==> src/design/delta_coastline_segment_decoder_assert.svh <==
// assertion macros used by the decoder top module
`ifndef DELTA_COASTLINE_SEGMENT_DECODER_ASSERT_SVH
`define DELTA_COASTLINE_SEGMENT_DECODER_ASSERT_SVH

// same-cycle implication, sampled on clk, off during reset
`define DCSD_ASSERT_NOW(lbl, ante, cons) \
  lbl: assert property (@(posedge clk) disable iff (!rst_n) (ante) |-> (cons)) \
    else $error("decoder check failed");

// next-cycle implication, sampled on clk, off during reset
`define DCSD_ASSERT_NEXT(lbl, ante, cons) \
  lbl: assert property (@(posedge clk) disable iff (!rst_n) (ante) |=> (cons)) \
    else $error("decoder sequence check failed");

`endif

==> src/design/dcsd_pkg.sv <==
package dcsd_pkg;

  localparam logic [19:0] UPD_RESET   = 20'd3600;
  localparam logic [31:0] OFFSET_BIAS = 32'd262144;

  typedef enum logic [1:0] {
    PH_HEADER = 2'd0,
    PH_LATOFF = 2'd1,
    PH_LONOFF = 2'd2,
    PH_DELTA  = 2'd3
  } phase_t;

  typedef struct packed {
    logic [15:0] data_word;
    logic [7:0]  cell_lat;
    logic [9:0]  cell_lon;
    logic        cell_last;
  } in_word_t;

  typedef struct packed {
    logic signed [31:0] point_lat;
    logic signed [31:0] point_lon;
    logic [5:0]         point_rank;
    logic               line_start;
  } out_word_t;

  typedef struct packed {
    phase_t      phase;
    logic [9:0]  points_left;
    logic        is_cont;
    logic [5:0]  seg_rank;
    logic [2:0]  lon_off_high;
    logic [19:0] lat_off_pend;
    logic [31:0] lat_accum;
    logic [31:0] lon_accum;
  } seg_state_t;

endpackage

==> src/design/dcsd_step.sv <==
module dcsd_step (
  input  dcsd_pkg::seg_state_t cur,
  input  dcsd_pkg::in_word_t   in_word,
  input  logic [19:0]          upd,
  output dcsd_pkg::seg_state_t nxt,
  output logic                 emit,
  output dcsd_pkg::out_word_t  res
);
  import dcsd_pkg::*;

  logic [7:0]  b0;
  logic [7:0]  b1;
  logic [27:0] lat_prod;
  logic [29:0] lon_prod;
  logic [31:0] lat_add;
  logic [31:0] lon_add;
  logic        line_start;

  assign b0       = in_word.data_word[15:8];
  assign b1       = in_word.data_word[7:0];
  assign lat_prod = in_word.cell_lat * upd;
  assign lon_prod = in_word.cell_lon * upd;

  always_comb begin
    nxt        = cur;
    emit       = 1'b0;
    line_start = 1'b0;
    lat_add    = {12'd0, cur.lat_off_pend};
    lon_add    = {13'd0, cur.lon_off_high, in_word.data_word};
    case (cur.phase)
      PH_HEADER: begin
        nxt.points_left = {1'b0, b0[6:0], b1[7:6]};
        nxt.is_cont     = b0[7];
        if (b0[7]) begin
          nxt.lat_off_pend = {1'b0, b1[5:3], 16'd0};
          nxt.lon_off_high = b1[2:0];
        end else begin
          nxt.seg_rank     = b1[5:0];
          nxt.lat_off_pend = 20'd0;
          nxt.lon_off_high = 3'd0;
          nxt.lat_accum    = {4'd0, lat_prod};
          nxt.lon_accum    = {2'd0, lon_prod};
        end
        nxt.phase = PH_LATOFF;
      end
      PH_LATOFF: begin
        nxt.lat_off_pend = cur.lat_off_pend + {4'd0, in_word.data_word};
        nxt.phase        = PH_LONOFF;
      end
      PH_LONOFF: begin
        if (cur.is_cont) begin
          lat_add = {12'd0, cur.lat_off_pend} - OFFSET_BIAS;
          lon_add = {13'd0, cur.lon_off_high, in_word.data_word} - OFFSET_BIAS;
        end
        nxt.lat_accum = cur.lat_accum + lat_add;
        nxt.lon_accum = cur.lon_accum + lon_add;
        emit          = 1'b1;
        line_start    = !cur.is_cont;
        nxt.phase     = (cur.points_left == 10'd0) ? PH_HEADER : PH_DELTA;
      end
      PH_DELTA: begin
        // each byte less 128, sign extended
        nxt.lat_accum   = cur.lat_accum + {{24{~b0[7]}}, ~b0[7], b0[6:0]};
        nxt.lon_accum   = cur.lon_accum + {{24{~b1[7]}}, ~b1[7], b1[6:0]};
        emit            = 1'b1;
        nxt.points_left = cur.points_left - 10'd1;
        if (cur.points_left == 10'd1) begin
          nxt.phase = PH_HEADER;
        end
      end
      default: begin
        nxt = cur;
      end
    endcase
    if (in_word.cell_last) begin
      nxt.phase       = PH_HEADER;
      nxt.points_left = 10'd0;
    end
  end

  assign res.point_lat  = nxt.lat_accum;
  assign res.point_lon  = nxt.lon_accum;
  assign res.point_rank = nxt.seg_rank;
  assign res.line_start = line_start;

endmodule

==> src/design/delta_coastline_segment_decoder.sv <==
// channel   dir  handshake              payload
// in_       in   in_valid / in_ready    in_data  (dcsd_pkg::in_word_t)
// out_      out  out_valid / out_ready  out_data (dcsd_pkg::out_word_t)
// cfg_      in   cfg_valid / cfg_ready  cfg_data (units per degree, 20 bits)
//
// one word per cycle sustained while out_ready holds; a point goes through the input register, then the result register
// the cell multiply and accumulator add sit between the input and result registers
// rst_n is synchronous; reset gives 3600 units per degree and expects a header
// a stalled result holds in the result register while one more word waits in
// the input register; in_ready drops only when both are full
`include "delta_coastline_segment_decoder_assert.svh"

module delta_coastline_segment_decoder (
  input  logic                clk,
  input  logic                rst_n,
  input  logic                in_valid,
  output logic                in_ready,
  input  dcsd_pkg::in_word_t  in_data,
  output logic                out_valid,
  input  logic                out_ready,
  output dcsd_pkg::out_word_t out_data,
  input  logic                cfg_valid,
  output logic                cfg_ready,
  input  logic [19:0]         cfg_data
);
  import dcsd_pkg::*;

  logic       s1_valid_r;
  logic       s1_valid_nxt;
  in_word_t   s1_data_r;
  logic       out_valid_r;
  logic       out_valid_nxt;
  out_word_t  out_data_r;
  seg_state_t st_r;
  seg_state_t st_nxt;
  logic [19:0] upd_r;
  logic       advance;
  logic       emit;
  out_word_t  res;

  dcsd_step u_step (
    .cur     (st_r),
    .in_word (s1_data_r),
    .upd     (upd_r),
    .nxt     (st_nxt),
    .emit    (emit),
    .res     (res)
  );

  assign advance   = s1_valid_r && (!out_valid_r || out_ready);
  assign in_ready  = !s1_valid_r || advance;
  assign cfg_ready = 1'b1;
  assign out_valid = out_valid_r;
  assign out_data  = out_data_r;

  always_comb begin
    s1_valid_nxt = in_ready ? in_valid : s1_valid_r;
    if (advance && emit) begin
      out_valid_nxt = 1'b1;
    end else if (out_ready) begin
      out_valid_nxt = 1'b0;
    end else begin
      out_valid_nxt = out_valid_r;
    end
  end

  always_ff @(posedge clk) begin
    if (!rst_n) begin
      s1_valid_r  <= 1'b0;
      out_valid_r <= 1'b0;
      upd_r       <= UPD_RESET;
      st_r        <= '{phase: PH_HEADER, default: '0};
    end else begin
      s1_valid_r  <= s1_valid_nxt;
      out_valid_r <= out_valid_nxt;
      if (cfg_valid) begin
        upd_r <= cfg_data;
      end
      if (advance) begin
        st_r <= st_nxt;
      end
    end
  end

  always_ff @(posedge clk) begin
    if (in_valid && in_ready) begin
      s1_data_r <= in_data;
    end
    if (advance && emit) begin
      out_data_r <= res;
    end
  end

  `DCSD_ASSERT_NEXT(a_emit_fills_out, advance && emit, out_valid_r)
  `DCSD_ASSERT_NEXT(a_cell_end_resyncs, advance && s1_data_r.cell_last,
                    st_r.phase == PH_HEADER && st_r.points_left == 10'd0)
  `DCSD_ASSERT_NEXT(a_last_delta_ends,
                    advance && st_r.phase == PH_DELTA && st_r.points_left == 10'd1,
                    st_r.phase == PH_HEADER)
  `DCSD_ASSERT_NEXT(a_held_word_kept, s1_valid_r && !advance, s1_valid_r)
  `DCSD_ASSERT_NOW(a_no_emit_on_offsets,
                   st_r.phase == PH_HEADER || st_r.phase == PH_LATOFF, !emit)

endmodule
==> config.mk <==
export PLATFORM = sky130hd
export DESIGN_NAME = delta_coastline_segment_decoder
export DESIGN_NICKNAME = d
export VERILOG_FILES = /design/src/design/dcsd_pkg.sv /design/src/design/dcsd_step.sv /design/src/design/delta_coastline_segment_decoder.sv
export VERILOG_INCLUDE_DIRS = /design/src /design/src/design
export SDC_FILE = /design/constraint.sdc
export NUM_CORES = 1
export LEC_CHECK = 0
export BUFFER_PORTS_ARGS = -buffer_cell sky130_fd_sc_hd__buf_2
export CORE_UTILIZATION = 60
export DETAILED_ROUTE_END_ITERATION = 8
export PLACE_DENSITY_LB_ADDON = 0.1
export SLEW_MARGIN = 20
export SYNTH_ARGS = -nofsm -noshare
export SYNTH_HDL_FRONTEND = slang
export SYNTH_HIERARCHICAL = 1
export SYNTH_SLANG_ARGS = --single-unit
==> constraint.sdc <==
create_clock -name clk -period 17.9 [get_ports clk]
set_input_delay 5.37 -clock clk [delete_from_list [all_inputs] [get_ports clk]]
set_output_delay 5.37 -clock clk [all_outputs]
set_load 0.01 [all_outputs]
==> impl_metrics.tcl <==
set metrics [dict create \
    routedWlPerCell_um 19.4 \
    yosysSeqAreaShare 0.223 \
    wl_um 67100 \
    setup_violations 0 \
    yosys_register_bits 234 \
    max_cap_violations 0 \
    yosysWarnings 6 \
    p_clk_frac 0.216 \
    synth-edff-count 106 \
    worst_slew_pin_slew_ps 1010 \
    grt_overflow 0 \
    drc 0 \
    p_per_area_mw_per_mm2 110 \
    die_y_um 209 \
    synth_area_leader_cell "fa_1" \
    cts_hold_buf 0 \
    ir_drop_v 0.000104 \
    reg2reg_depth 24 \
    final_cell_area_mm2 0.0272 \
    die-area_mm2 0.0439 \
    die_w_um 209 \
    post_cts_buffers 0 \
    synth_nets 3444 \
    status "completed" \
    core_mm2 0.0422 \
    swShare 0.447 \
    drtAntennaViolNets 0 \
    cts_tree "yes" \
    fmax_ghz 0.0885 \
    fin_crit_sh 0.631 \
    synth.avg_cell_area_um2 8.81 \
    synth_common_cells "553 x nand2_1, 299 x inv_1, 253 x fa_1, 200 x ha_1, 174 x and2_1" \
    critPathCapture "in_ready" \
    slew_violations 0 \
    p_seq_frac 0.230 \
    netlist_area_mm2 0.0258 \
    synth_top_area_frac 0.196 \
    nets 3410 \
    num_antenna_cells 0 \
    critPathMaxFanout 5 \
    first_global_vias 21300 \
    required_ps 12530 \
    pin_count 134 \
    placed_cell_area_mm2 0.0262 \
    clk_pin_slew_ps 60 \
    grt_max_degree 107 \
    ys_async_sr_fraction 0 \
    p_sw_mw 1.34 \
    io_buffers 132 \
    whs_ps 466 \
    crit_path_end_kind "output port" \
    clock_latency_ps 600 \
    gp_congestion 0.885 \
    hold_path.class "flip-flop to flip-flop" \
    crit_path_start "out_ready" \
    yosysMostFrequentCell "nand2_1" \
    h-tree-depth 1 \
    cts_root_buf "clkbuf_16" \
    leakage_nw 12.4 \
    grt_use_total 0.314 \
    internal_power_mw 1.66 \
    firstDrtPassIters 5 \
    vias 20700 \
    antenna_found_initial 0 \
    vias_per_cell 6.00 \
    p_comb_frac 0.554 \
    clockBufferDepth 3 \
    synth_area_leaders "fa_1 20%, edfxtp_1 12%, dfxtp_1 9.9%" \
    hold_viol 0 \
    start_util 0.611 \
    min_period_ps 11300 \
    cts_resized 0 \
    grt_setup_unrepaired "false" \
    maxSlewHeadroom 0.325 \
    drtIter0Drc 1501 \
    synth_ff_type "dfxtp_1" \
    fin_skew_ps 20.8 \
    cts_made_buffers 28 \
    drive_gt1_frac 0.0802 \
    worstReg2RegEnd "st_r[27]" \
    hpwl_um 48300 \
    grt_pass1_wl_um 109000 \
    yosysUniqueCellTypes 80 \
    synthCells 2931 \
    rows 75 \
    cts_sinks 234 \
    crit_arrival_ps 5930 \
    criticalPathCategory "input port to output port" \
    regToRegStartpoint "upd_r[5]" \
    r2r_slack_ps 10640 \
    setup_tns_ps 0 \
    area_delta_synth_final_pct 5.42 \
    cp-start-kind "input port" \
]
through the flow:
step / instances / total power [mW] / utilization / setup WS, ps
floorplan: 2931 / 1.99 / - / 6930
global placement: 3406 / 2.31 / 0.620 / 6620
detailed placement: 3406 / 2.34 / 0.620 / 6610
CTS: 3458 / 3.01 / 0.645 / 6610
global route: 3458 / 3.25 / 0.645 / 6560
finish: 3458 / 3.00 / 0.645 / 6600
flip-flops by register name (all words and copies together) (netlist names):
| register | flops |
|---|---|
| out_data | 71 |
| out_valid | 1 |
| s1_data_r | 35 |
| s1_valid_r | 1 |
| st_r | 106 |
| upd_r | 20 |
final cells by class:
| class | instances | area [µm²] |
|---|---|---|
| timing repair buffer | 153 | 837 |
| sequential | 234 | 5750 |
| clock inverter | 23 | 338 |
| tap | 539 | 674 |
| multi-input combinational | 2181 | 17800 |
| clock buffer | 29 | 704 |
| inverter | 299 | 1120 |
| fill | 3611 | 15000 |
kinds of logic (layout without fill, tap and decap cells):
logic type                 count (synthesis)  after routing  share of synthesized area
buffers and inverters                    516            504                     0.0890
and+or+nand+nor                          961            961                      0.171
adders and majority gates                453            453                      0.293
AOI/OAI and AO/OA                        514            514                      0.132
muxes                                    141            141                     0.0550
DFF                                      234            234                      0.223
other                                      1              1                   0.000145
xor gates and xnor gates                 111            111                     0.0377
critical path, cell delays in order:
cell and delay, ps:
buf_2 110, nor2b_4 200, nand2_1 100, buf_2 140
layer usage:
| metal | wire length (µm) | track usage |
|---|---|---|
| met1 | 28400 | 0.408 |
| met2 | 31900 | 0.532 |
| met3 | 3940 | 0.0347 |
| met4 | 2800 | 0.136 |
| met5 | 0 | 0 |
power groups by stage:
stage                     registers [mW]  logic (mW)  clock network [mW]
after CTS                          0.689        1.66               0.660
after floorplan                    0.654        1.34                   0
after global placement             0.698        1.61                   0
after detailed placement           0.700        1.64                   0
after global routing               0.696        1.87               0.683
final                              0.691        1.66               0.651
worst min-delay path by stage:
stage             start       end  slack [ps]  cells after the start
3_3_place_gp   st_r[84]  st_r[84]         440                      2
5_1_grt        st_r[86]  st_r[86]         480                      2
3_5_place_dp   st_r[92]  st_r[92]         450                      2
6_report       st_r[87]  st_r[87]         470                      2
2_1_floorplan  st_r[84]  st_r[84]         430                      2
4_1_cts        st_r[85]  st_r[85]         460                      2
layout by cell type (no fill, tap or decap), types with 17 or more instances in the layout:
master	synthesis	final
nand2_1	553	553
inv_1	299	299
fa_1	253	253
ha_1	200	200
and2_1	174	173
mux2i_1	133	133
buf_2	4	131
dfxtp_1	128	128
o21ai_0	128	128
edfxtp_1	106	106
a21oi_1	105	105
nor2_1	88	86
xnor2_1	65	65
a21o_1	62	62
xor2_1	46	46
a22oi_1	46	46
nor2b_1	34	32
o21a_1	30	30
clkbuf_16	0	28
nor3_1	21	21
buf_4	79	20
nand2b_1	19	19
a211oi_1	18	18
nand3_1	17	17
Note: power is estimated with default switching activity, not from simulation.
